### src/rtl/optt_pkg.sv
// Package of the one-shot and periodic timer table: sizes, codes and shared types.
// Used by every module of the block; depends on nothing.
`default_nettype none

package optt_pkg;

	localparam int TIMER_SLOTS = 16;
	localparam int MAX_RESULTS = 16;
	localparam int SLOT_W      = $clog2(TIMER_SLOTS);
	localparam int CNT_W       = $clog2(MAX_RESULTS + 1);
	localparam int CMD_W       = 2;
	localparam int DELAY_W     = 24;
	localparam int ID_W        = 4;
	localparam int STATUS_W    = 3;
	localparam int NOW_W       = 32;
	localparam int PADDR_W     = 3;
	localparam int PDATA_W     = 32;

	// Byte address of the enable register.
	localparam logic [PADDR_W-1:0] ADDR_ENABLE = PADDR_W'(0);

	typedef enum logic [CMD_W-1:0] {
		CMD_ADD_ONESHOT,
		CMD_ADD_PERIODIC,
		CMD_CANCEL,
		CMD_TICK
	} cmd_t;

	typedef enum logic [STATUS_W-1:0] {
		ST_ADDED,
		ST_ADD_FAIL,
		ST_CANCELED,
		ST_NOT_FOUND,
		ST_FIRED
	} status_t;

	typedef enum logic [2:0] {
		S_IDLE,
		S_ADD_SCAN,
		S_RESP,
		S_TICK_SCAN,
		S_TICK_DRAIN,
		S_TICK_EMIT
	} state_t;

	typedef struct packed {
		logic enable;
		logic clear;
	} cfg_t;

	typedef struct packed {
		logic [DELAY_W-1:0] interval;
		logic [NOW_W-1:0]   expiry;
	} entry_t;

	// Commands from the controller to the datapath.
	typedef struct packed {
		logic accept;
		logic idx_clr;
		logic idx_inc;
		logic arm;
		logic resp_load;
		logic scan_rd;
		logic fire_load;
	} dp_cmd_t;

	// Status from the datapath to the controller.
	typedef struct packed {
		cmd_t in_cmd;
		logic enabled;
		logic idx_last;
		logic slot_free;
		logic out_free;
		logic due_none;
		logic due_cur;
		logic due_last;
	} dp_stat_t;

endpackage

`default_nettype wire

### src/rtl/oneshot_periodic_timer_table.sv
// Timer table top level; one request is worked at a time. A cancel goes straight to its
// result; an add first scans from slot zero for a free slot (no scan while disabled); a
// tick reads one expiry per slot, takes a drain step, then visits one slot per cycle, holding
// on a due slot while the result channel stalls, and loads one fired result per due slot. A
// tick while disabled gives no result. The next request waits until the last one is through,
// output stalls included. Reset clears enable, time and slots.
`default_nettype none

module oneshot_periodic_timer_table (
	input  wire logic                           clk,
	input  wire logic                           arst_n,
	// Configuration port.
	input  wire logic                           psel,
	input  wire logic                           penable,
	input  wire logic                           pwrite,
	input  wire logic [optt_pkg::PADDR_W-1:0]   paddr,
	input  wire logic [optt_pkg::PDATA_W-1:0]   pwdata,
	output logic      [optt_pkg::PDATA_W-1:0]   prdata,
	output logic                                pready,
	// Request channel.
	input  wire logic                           in_valid,
	output logic                                in_ready,
	input  wire logic [optt_pkg::CMD_W-1:0]     cmd,
	input  wire logic [optt_pkg::DELAY_W-1:0]   delay_ms,
	input  wire logic [optt_pkg::ID_W-1:0]      timer_id,
	// Result channel.
	output logic                                out_valid,
	input  wire logic                           out_ready,
	output logic      [optt_pkg::STATUS_W-1:0]  status,
	output logic      [optt_pkg::ID_W-1:0]      slot_id,
	output logic                                last
);

	// The enable register lives in the register file. Writing zero pulses a clear that
	// disarms every slot in the datapath at the same edge.
	optt_pkg::cfg_t     cfg;
	// The controller steers the datapath with one command word per cycle and watches
	// the status word the datapath returns.
	optt_pkg::dp_cmd_t  ctl;
	optt_pkg::dp_stat_t stat;

	optt_regs u_regs (
		.clk     (clk),
		.arst_n  (arst_n),
		.psel    (psel),
		.penable (penable),
		.pwrite  (pwrite),
		.paddr   (paddr),
		.pwdata  (pwdata),
		.prdata  (prdata),
		.pready  (pready),
		.cfg     (cfg)
	);

	// The controller only takes a request while idle. Add and cancel requests end in one
	// result; a tick first marks its due slots, rearming periodic slots and freeing one-shot
	// slots as they are found, and then sends one fired result per marked slot in slot order.
	optt_ctrl u_ctrl (
		.clk      (clk),
		.arst_n   (arst_n),
		.in_valid (in_valid),
		.in_ready (in_ready),
		.stat     (stat),
		.ctl      (ctl)
	);

	// The datapath holds the armed and periodic flags in flops, the interval and expiry of
	// each slot in a small memory, the millisecond counter and the output register that
	// decouples the result channel from the sequencing.
	optt_dp u_dp (
		.clk       (clk),
		.arst_n    (arst_n),
		.cmd       (cmd),
		.delay_ms  (delay_ms),
		.timer_id  (timer_id),
		.cfg       (cfg),
		.ctl       (ctl),
		.stat      (stat),
		.out_ready (out_ready),
		.out_valid (out_valid),
		.status    (status),
		.slot_id   (slot_id),
		.last      (last)
	);

endmodule

`default_nettype wire

### src/rtl/optt_regs.sv
// Configuration register file of the timer table: the enable register behind an APB port.
// Depends on optt_pkg.
`default_nettype none

module optt_regs (
	input  wire logic                          clk,
	input  wire logic                          arst_n,
	input  wire logic                          psel,
	input  wire logic                          penable,
	input  wire logic                          pwrite,
	input  wire logic [optt_pkg::PADDR_W-1:0]  paddr,
	input  wire logic [optt_pkg::PDATA_W-1:0]  pwdata,
	output logic      [optt_pkg::PDATA_W-1:0]  prdata,
	output logic                               pready,
	output optt_pkg::cfg_t                     cfg
);

	logic enable_q;
	logic wr_enable;

	assign pready    = 1'b1;
	assign wr_enable = psel && penable && pwrite && (paddr == optt_pkg::ADDR_ENABLE);

	always_ff @(posedge clk or negedge arst_n) begin
		if (!arst_n) begin
			enable_q <= 1'b0;
		end else if (wr_enable) begin
			enable_q <= pwdata[0];
		end
	end

	// Writing zero disarms the whole table in the same cycle.
	assign cfg.enable = enable_q;
	assign cfg.clear  = wr_enable && !pwdata[0];

	assign prdata = (paddr == optt_pkg::ADDR_ENABLE) ?
		optt_pkg::PDATA_W'(enable_q) : '0;

endmodule

`default_nettype wire

### src/rtl/optt_dp.sv
// Datapath of the timer table: slot flags, timer memory, tick counter and result register.
// Depends on optt_pkg; driven by optt_ctrl through dp_cmd_t.
`default_nettype none

module optt_dp (
	input  wire logic                           clk,
	input  wire logic                           arst_n,
	input  wire logic [optt_pkg::CMD_W-1:0]     cmd,
	input  wire logic [optt_pkg::DELAY_W-1:0]   delay_ms,
	input  wire logic [optt_pkg::ID_W-1:0]      timer_id,
	input  wire optt_pkg::cfg_t                 cfg,
	input  wire optt_pkg::dp_cmd_t              ctl,
	output optt_pkg::dp_stat_t                  stat,
	input  wire logic                           out_ready,
	output logic                                out_valid,
	output logic      [optt_pkg::STATUS_W-1:0]  status,
	output logic      [optt_pkg::ID_W-1:0]      slot_id,
	output logic                                last
);

	localparam int N = optt_pkg::TIMER_SLOTS;
	localparam int SW = optt_pkg::SLOT_W;

	// Control state.
	logic [optt_pkg::NOW_W-1:0] now_q;
	logic [N-1:0]               armed_q;
	logic [N-1:0]               periodic_q;
	logic [N-1:0]               due_q;
	logic [optt_pkg::CNT_W-1:0] cnt_q;
	logic                       found_q;
	logic [SW-1:0]              idx_q;
	logic                       scan_v_s1;
	logic                       out_valid_q;

	// Payload state.
	optt_pkg::cmd_t               cmd_q;
	logic [optt_pkg::DELAY_W-1:0] delay_q;
	logic [optt_pkg::ID_W-1:0]    id_q;
	logic [SW-1:0]                scan_idx_s1;
	optt_pkg::entry_t             ent_s1;
	optt_pkg::status_t            status_q;
	logic [optt_pkg::ID_W-1:0]    slot_q;
	logic                         last_q;

	optt_pkg::entry_t mem [N];

	logic                         wr_en;
	logic [SW-1:0]                wr_addr;
	optt_pkg::entry_t             wr_data;
	logic [optt_pkg::NOW_W-1:0]   diff;
	logic                         due_s1;
	logic                         arm_periodic;
	logic                         id_in_range;
	logic [SW-1:0]                id_sel;
	logic                         cancel_hit;
	logic                         is_add;
	optt_pkg::status_t            resp_status;
	logic [optt_pkg::ID_W-1:0]    resp_slot;
	logic [N-1:0]                 due_others;

	assign diff   = ent_s1.expiry - now_q;
	assign due_s1 = scan_v_s1 && armed_q[scan_idx_s1]
		&& ((diff == '0) || diff[optt_pkg::NOW_W-1])
		&& (cnt_q < optt_pkg::CNT_W'(optt_pkg::MAX_RESULTS));

	assign arm_periodic = (cmd_q == optt_pkg::CMD_ADD_PERIODIC) && (delay_q != '0);

	assign id_in_range = (32'(id_q) < N);
	assign id_sel      = SW'(id_q);
	assign cancel_hit  = (cmd_q == optt_pkg::CMD_CANCEL) && cfg.enable && id_in_range
		&& armed_q[id_sel];
	assign is_add      = (cmd_q == optt_pkg::CMD_ADD_ONESHOT)
		|| (cmd_q == optt_pkg::CMD_ADD_PERIODIC);

	always_comb begin
		if (is_add) begin
			resp_status = found_q ? optt_pkg::ST_ADDED : optt_pkg::ST_ADD_FAIL;
			resp_slot   = found_q ? optt_pkg::ID_W'(idx_q) : '0;
		end else begin
			resp_status = cancel_hit ? optt_pkg::ST_CANCELED : optt_pkg::ST_NOT_FOUND;
			resp_slot   = id_q;
		end
	end

	assign due_others = due_q & ~(N'(1) << idx_q);

	// Arming writes the new entry; a due periodic slot rewrites its expiry.
	always_comb begin
		wr_en   = 1'b0;
		wr_addr = idx_q;
		wr_data = '{interval: delay_q, expiry: now_q + optt_pkg::NOW_W'(delay_q)};
		priority if (ctl.arm) begin
			wr_en = 1'b1;
		end else if (due_s1 && periodic_q[scan_idx_s1]) begin
			wr_en   = 1'b1;
			wr_addr = scan_idx_s1;
			wr_data = '{interval: ent_s1.interval,
				expiry: now_q + optt_pkg::NOW_W'(ent_s1.interval)};
		end
	end

	always_ff @(posedge clk) begin
		if (wr_en) begin
			mem[wr_addr] <= wr_data;
		end
		if (ctl.scan_rd) begin
			ent_s1 <= mem[idx_q];
		end
	end

	always_ff @(posedge clk or negedge arst_n) begin
		if (!arst_n) begin
			now_q       <= '0;
			armed_q     <= '0;
			periodic_q  <= '0;
			due_q       <= '0;
			cnt_q       <= '0;
			found_q     <= 1'b0;
			idx_q       <= '0;
			scan_v_s1   <= 1'b0;
			out_valid_q <= 1'b0;
		end else begin
			scan_v_s1 <= ctl.scan_rd;
			if (ctl.idx_clr) begin
				idx_q <= '0;
			end else if (ctl.idx_inc) begin
				idx_q <= idx_q + SW'(1);
			end
			if (ctl.accept) begin
				found_q <= 1'b0;
				due_q   <= '0;
				cnt_q   <= '0;
				if ((optt_pkg::cmd_t'(cmd) == optt_pkg::CMD_TICK) && cfg.enable) begin
					now_q <= now_q + optt_pkg::NOW_W'(1);
				end
			end
			if (ctl.arm) begin
				found_q             <= 1'b1;
				armed_q[idx_q]      <= 1'b1;
				periodic_q[idx_q]   <= arm_periodic;
			end
			if (due_s1) begin
				due_q[scan_idx_s1] <= 1'b1;
				cnt_q              <= cnt_q + optt_pkg::CNT_W'(1);
				if (!periodic_q[scan_idx_s1]) begin
					armed_q[scan_idx_s1] <= 1'b0;
				end
			end
			if (ctl.resp_load && cancel_hit) begin
				armed_q[id_sel]    <= 1'b0;
				periodic_q[id_sel] <= 1'b0;
			end
			if (ctl.fire_load) begin
				due_q[idx_q] <= 1'b0;
			end
			if (cfg.clear) begin
				armed_q    <= '0;
				periodic_q <= '0;
			end
			if (ctl.resp_load || ctl.fire_load) begin
				out_valid_q <= 1'b1;
			end else if (out_ready) begin
				out_valid_q <= 1'b0;
			end
		end
	end

	always_ff @(posedge clk) begin
		if (ctl.accept) begin
			cmd_q   <= optt_pkg::cmd_t'(cmd);
			delay_q <= delay_ms;
			id_q    <= timer_id;
		end
		if (ctl.scan_rd) begin
			scan_idx_s1 <= idx_q;
		end
		if (ctl.resp_load) begin
			status_q <= resp_status;
			slot_q   <= resp_slot;
			last_q   <= 1'b1;
		end else if (ctl.fire_load) begin
			status_q <= optt_pkg::ST_FIRED;
			slot_q   <= optt_pkg::ID_W'(idx_q);
			last_q   <= (due_others == '0);
		end
	end

	assign stat.in_cmd    = optt_pkg::cmd_t'(cmd);
	assign stat.enabled   = cfg.enable;
	assign stat.idx_last  = (idx_q == SW'(N - 1));
	assign stat.slot_free = !armed_q[idx_q];
	assign stat.out_free  = !out_valid_q || out_ready;
	assign stat.due_none  = (due_q == '0);
	assign stat.due_cur   = due_q[idx_q];
	assign stat.due_last  = (due_others == '0);

	assign out_valid = out_valid_q;
	assign status    = status_q;
	assign slot_id   = slot_q;
	assign last      = last_q;

endmodule

`default_nettype wire

### src/rtl/optt_ctrl.sv
// Controller of the timer table: sequences add scans, responses and the two tick sweeps.
// Depends on optt_pkg; commands optt_dp through dp_cmd_t.
`default_nettype none

module optt_ctrl (
	input  wire logic               clk,
	input  wire logic               arst_n,
	input  wire logic               in_valid,
	output logic                    in_ready,
	input  wire optt_pkg::dp_stat_t stat,
	output optt_pkg::dp_cmd_t       ctl
);

	optt_pkg::state_t state_q;
	optt_pkg::state_t state_d;

	always_ff @(posedge clk or negedge arst_n) begin
		if (!arst_n) begin
			state_q <= optt_pkg::S_IDLE;
		end else begin
			state_q <= state_d;
		end
	end

	always_comb begin
		state_d = state_q;
		unique case (state_q)
			optt_pkg::S_IDLE: begin
				if (in_valid) begin
					unique case (stat.in_cmd)
						optt_pkg::CMD_ADD_ONESHOT,
						optt_pkg::CMD_ADD_PERIODIC: begin
							state_d = stat.enabled ? optt_pkg::S_ADD_SCAN : optt_pkg::S_RESP;
						end
						optt_pkg::CMD_CANCEL: begin
							state_d = optt_pkg::S_RESP;
						end
						optt_pkg::CMD_TICK: begin
							state_d = stat.enabled ? optt_pkg::S_TICK_SCAN : optt_pkg::S_IDLE;
						end
						default: begin
							state_d = optt_pkg::S_IDLE;
						end
					endcase
				end
			end
			optt_pkg::S_ADD_SCAN: begin
				if (stat.slot_free || stat.idx_last) begin
					state_d = optt_pkg::S_RESP;
				end
			end
			optt_pkg::S_RESP: begin
				if (stat.out_free) begin
					state_d = optt_pkg::S_IDLE;
				end
			end
			optt_pkg::S_TICK_SCAN: begin
				if (stat.idx_last) begin
					state_d = optt_pkg::S_TICK_DRAIN;
				end
			end
			optt_pkg::S_TICK_DRAIN: begin
				state_d = optt_pkg::S_TICK_EMIT;
			end
			optt_pkg::S_TICK_EMIT: begin
				if (stat.due_none) begin
					state_d = optt_pkg::S_IDLE;
				end else if (stat.due_cur && stat.out_free && stat.due_last) begin
					state_d = optt_pkg::S_IDLE;
				end
			end
			default: begin
				state_d = optt_pkg::S_IDLE;
			end
		endcase
	end

	always_comb begin
		ctl = '0;
		unique case (state_q)
			optt_pkg::S_IDLE: begin
				ctl.accept  = in_valid;
				ctl.idx_clr = 1'b1;
			end
			optt_pkg::S_ADD_SCAN: begin
				if (stat.slot_free) begin
					ctl.arm = 1'b1;
				end else if (!stat.idx_last) begin
					ctl.idx_inc = 1'b1;
				end
			end
			optt_pkg::S_RESP: begin
				ctl.resp_load = stat.out_free;
			end
			optt_pkg::S_TICK_SCAN: begin
				ctl.scan_rd = 1'b1;
				ctl.idx_inc = !stat.idx_last;
			end
			optt_pkg::S_TICK_DRAIN: begin
				ctl.idx_clr = 1'b1;
			end
			optt_pkg::S_TICK_EMIT: begin
				if (!stat.due_none) begin
					if (stat.due_cur) begin
						if (stat.out_free) begin
							ctl.fire_load = 1'b1;
							ctl.idx_inc   = !stat.due_last;
						end
					end else begin
						ctl.idx_inc = 1'b1;
					end
				end
			end
			default: begin
				ctl = '0;
			end
		endcase
	end

	assign in_ready = (state_q == optt_pkg::S_IDLE);

endmodule

`default_nettype wire

### config.mk
export PLATFORM = sky130hd
export DESIGN_NAME = oneshot_periodic_timer_table
export DESIGN_NICKNAME = d
export VERILOG_FILES = /design/src/rtl/optt_pkg.sv /design/src/rtl/oneshot_periodic_timer_table.sv /design/src/rtl/optt_regs.sv /design/src/rtl/optt_dp.sv /design/src/rtl/optt_ctrl.sv
export SDC_FILE = /design/constraint.sdc
export NUM_CORES = 1
export LEC_CHECK = 0
export BUFFER_PORTS_ARGS = -buffer_cell sky130_fd_sc_hd__buf_2
export CAP_MARGIN = 10
export CORE_UTILIZATION = 70
export CTS_BUF_LIST = sky130_fd_sc_hd__clkbuf_4
export DETAILED_ROUTE_END_ITERATION = 12
export PLACE_DENSITY = 0.91
export SKIP_CTS_REPAIR_TIMING = 1
export SLEW_MARGIN = 20
export SYNTH_ARGS = -nofsm -noshare
export SYNTH_HDL_FRONTEND = slang
export SYNTH_HIERARCHICAL = 1
export SYNTH_SLANG_ARGS = --single-unit
### constraint.sdc
create_clock -name clk -period 19.5 [get_ports clk]
set_input_delay 3.9 -clock clk [delete_from_list [all_inputs] [get_ports clk]]
set_output_delay 3.9 -clock clk [all_outputs]
set_load 0.01 [all_outputs]
==> results.json <==
{
  "powerDensity_nw_per_um2": 111,
  "path_cells": "buf_2, nor3_2, and2_2, buf_2",
  "grt_pass1_vias": 29600,
  "cp-start-kind": "input port",
  "yosysSeqAreaShare_pct": 67.5,
  "grt_use_met1_pct": 48.2,
  "fp-row-count": 95,
  "fill_cells": 3412,
  "initial_utilization_pct": 70.9,
  "core-area_um2": 67400,
  "ys.flop_type": "edfxtp_1",
  "peakVddDrop_mv": 0.0883,
  "grt_pass1_wl_um": 180000,
  "leakage_nw": 17.5,
  "hold_path.class": "reg2reg",
  "cp.arrival_ns": 4.50,
  "synth_edf_count": 993,
  "ios": 115,
  "min_period_ns": 8.40,
  "critPathMaxFanout": 2,
  "crit_top_cell": "buf_2",
  "outcome": "completed",
  "overflow": 0,
  "first_pass_iters": 6,
  "max_freq_mhz": 119,
  "die_w_um": 263,
  "vias": 28900,
  "cp.required_ns": 15.60,
  "synth_area_per_cell_um2": 17.6,
  "finalCritPeriodShare_pct": 43.1,
  "htree_levels": 5,
  "ant_nets": 0,
  "setup_violations": 0,
  "first_iter_violations": 3843,
  "syn_inst": 2719,
  "skew_ns": 0.121,
  "critPathMaxStageDelay_ns": 0.20,
  "yosys_register_bits": 1090,
  "cp_slowest_cell": "nor3_2",
  "die_h_um": 263,
  "layout.nets": 3145,
  "numPortBuffers": 51,
  "grt_max_degree": 73,
  "slew_headroom_pct": 16.4,
  "die_area_um2": 69300,
  "synth_cell_types": 87,
  "antenna_found_initial": 3,
  "clk_pin_slew_ns": 0.06,
  "hold_viol": 0,
  "layout_common_cells": "edfxtp_1, clkbuf_4, mux4_2",
  "layout-drive-gt1-share_pct": 29.7,
  "final-max-slew-violation-count": 0,
  "drc": 0,
  "grtUsageMet3_pct": 8.22,
  "wire_per_inst_um": 30.0,
  "met2_usage_pct": 55.8,
  "cts_buffers": 284,
  "viasPerCell": 7.15,
  "async_reset_ff_share_pct": 8.81,
  "postLayoutCellArea_um2": 52600,
  "layout_commonest_cell": "edfxtp_1",
  "cp-end-kind": "primary output",
  "track_usage_pct": 35.8,
  "clock_path_buffers": 4,
  "busiest_layer": "met2",
  "clock_latency_ns": 1.13,
  "clock_sinks": 1090,
  "dpl_cell_area_um2": 49100,
  "rsz0062_at_grt": "false",
  "yosysWarnings": 6,
  "critPathKind": "in2out",
  "tns_ns": 0,
  "hpwlAfterDp_um": 68500,
  "syn_area_um2": 47800,
  "cts_tree": "built",
  "cts-root-buf": "clkbuf_4",
  "place.gp.congestion": 0.957,
  "area_growth_pct": 10.0,
  "cap_violations": 0,
  "worstMarginPinSlew_ns": 1.22,
  "drt-total-wl_um": 121000
}
-- synth_stat cells (38+ instances only) --
cell        n  area [µm²]
ha_1       87        1090
nor2_1     78         293
nand3_1    75         375
clkbuf_1   83         312
edfxtp_1  993       29800
xnor2_1    68         596
buf_4      38         285
o21ai_0    64         320
inv_1      75         282
mux4_2    302        6800
dfrtp_1    96        2400
nand2_1    98         368
a21oi_1    99         495
-- critical path: cells and delay by family --
kind	cells	cell delay [ns]
buffers and inverters	2	0.22
and+or+nand+nor	2	0.37
-- report_power, final --
| part | total, mW | switching, mW | leakage (nW) | internal, mW |
|---|---|---|---|---|
| clock | 1.84 | 0.875 | 2.00 | 0.967 |
| sequential | 2.92 | 0.107 | 10.2 | 2.81 |
| combinational | 1.07 | 0.645 | 5.37 | 0.427 |
| total | 5.83 | 1.63 | 17.5 | 4.21 |
-- registers in the layout (all words and copies together) (netlist names), 3 cells and up --
name              flops
u_ctrl/state_q        3
u_dp/armed_q         16
u_dp/cnt_q            5
u_dp/delay_q         24
u_dp/due_q           16
u_dp/ent_s1          56
u_dp/id_q             4
u_dp/idx_q            4
u_dp/mem            896
u_dp/now_q           32
u_dp/periodic_q      16
u_dp/scan_idx_s1      4
u_dp/slot_id          4
u_dp/status           3
-- metrics by stage --
step / std cells / hold WS, ns / setup WS [ns] / util, % / power (mW)
6_report: 4036 / 0.484 / 11.10 / 78.0 / 5.83
5_1_grt: 4035 / 0.505 / 11.10 / 78.0 / 6.05
2_1_floorplan: 2749 / 0.445 / 11.36 / - / 3.67
3_5_place_dp: 3568 / 0.469 / 11.12 / 72.9 / 4.01
3_3_place_gp: 3568 / 0.461 / 11.15 / 72.9 / 3.93
4_1_cts: 4030 / 0.483 / 11.12 / 77.8 / 5.84
-- metal layers --
layer | vias up | part of all wire [%] | wire, µm
li1 | 11700 | - | -
met3 | 468 | 12 | 14900
met2 | 2377 | 48 | 58600
met1 | 14300 | 34 | 41600
met4 | 0 | 5.0 | 6050
met5 | - | 0 | 0
-- logic make-up (layout without fill, tap and decap cells) --
family / Yosys count / in the layout / share of synthesized area, %
multiplexers: 363 / 363 / 15.6
other: 2 / 36 / 0.0157
adder cells (fa/ha/maj): 90 / 90 / 2.40
flip-flops: 1090 / 1090 / 67.5
AO/OA/AOI/OAI: 416 / 416 / 6.00
XOR/XNOR: 89 / 89 / 1.63
AND/OR/NAND/NOR: 422 / 422 / 4.53
buffers and inverters: 247 / 657 / 2.34
-- worst paths after layout --
| check | endpoint | depth (start not counted) | slack (ns) | from |
|---|---|---|---|---|
| max in group asynchronous | u_dp/scan_v_s1 | 3 | 15.61 | arst_n |
| min in group asynchronous | u_dp/due_q[15] | 1 | 2.73 | arst_n |
| hold / removal | u_dp/found_q | 1 | 0.48 | u_dp/found_q |
| setup reg to reg | u_dp/mem[13][17] | 14 | 12.32 | u_dp/now_q[24] |
| setup / recovery | prdata[0] | 4 | 11.10 | paddr[1] |
| hold reg to reg | u_dp/found_q | 1 | 0.48 | u_dp/found_q |
-- final cells by class --
cell class | instances | area, µm² | share of cell area (%)
inverter | 77 | 289 | 0.550
clock inverter | 47 | 193 | 0.367
tap | 873 | 1090 | 2.08
antenna | 4 | 10.0 | 0.0190
timing repair buffer | 118 | 777 | 1.48
clock buffer | 415 | 3120 | 5.93
sequential | 1090 | 32300 | 61.4
multi-input combinational | 1412 | 14800 | 28.2
Power figures use the tool's default switching activity.
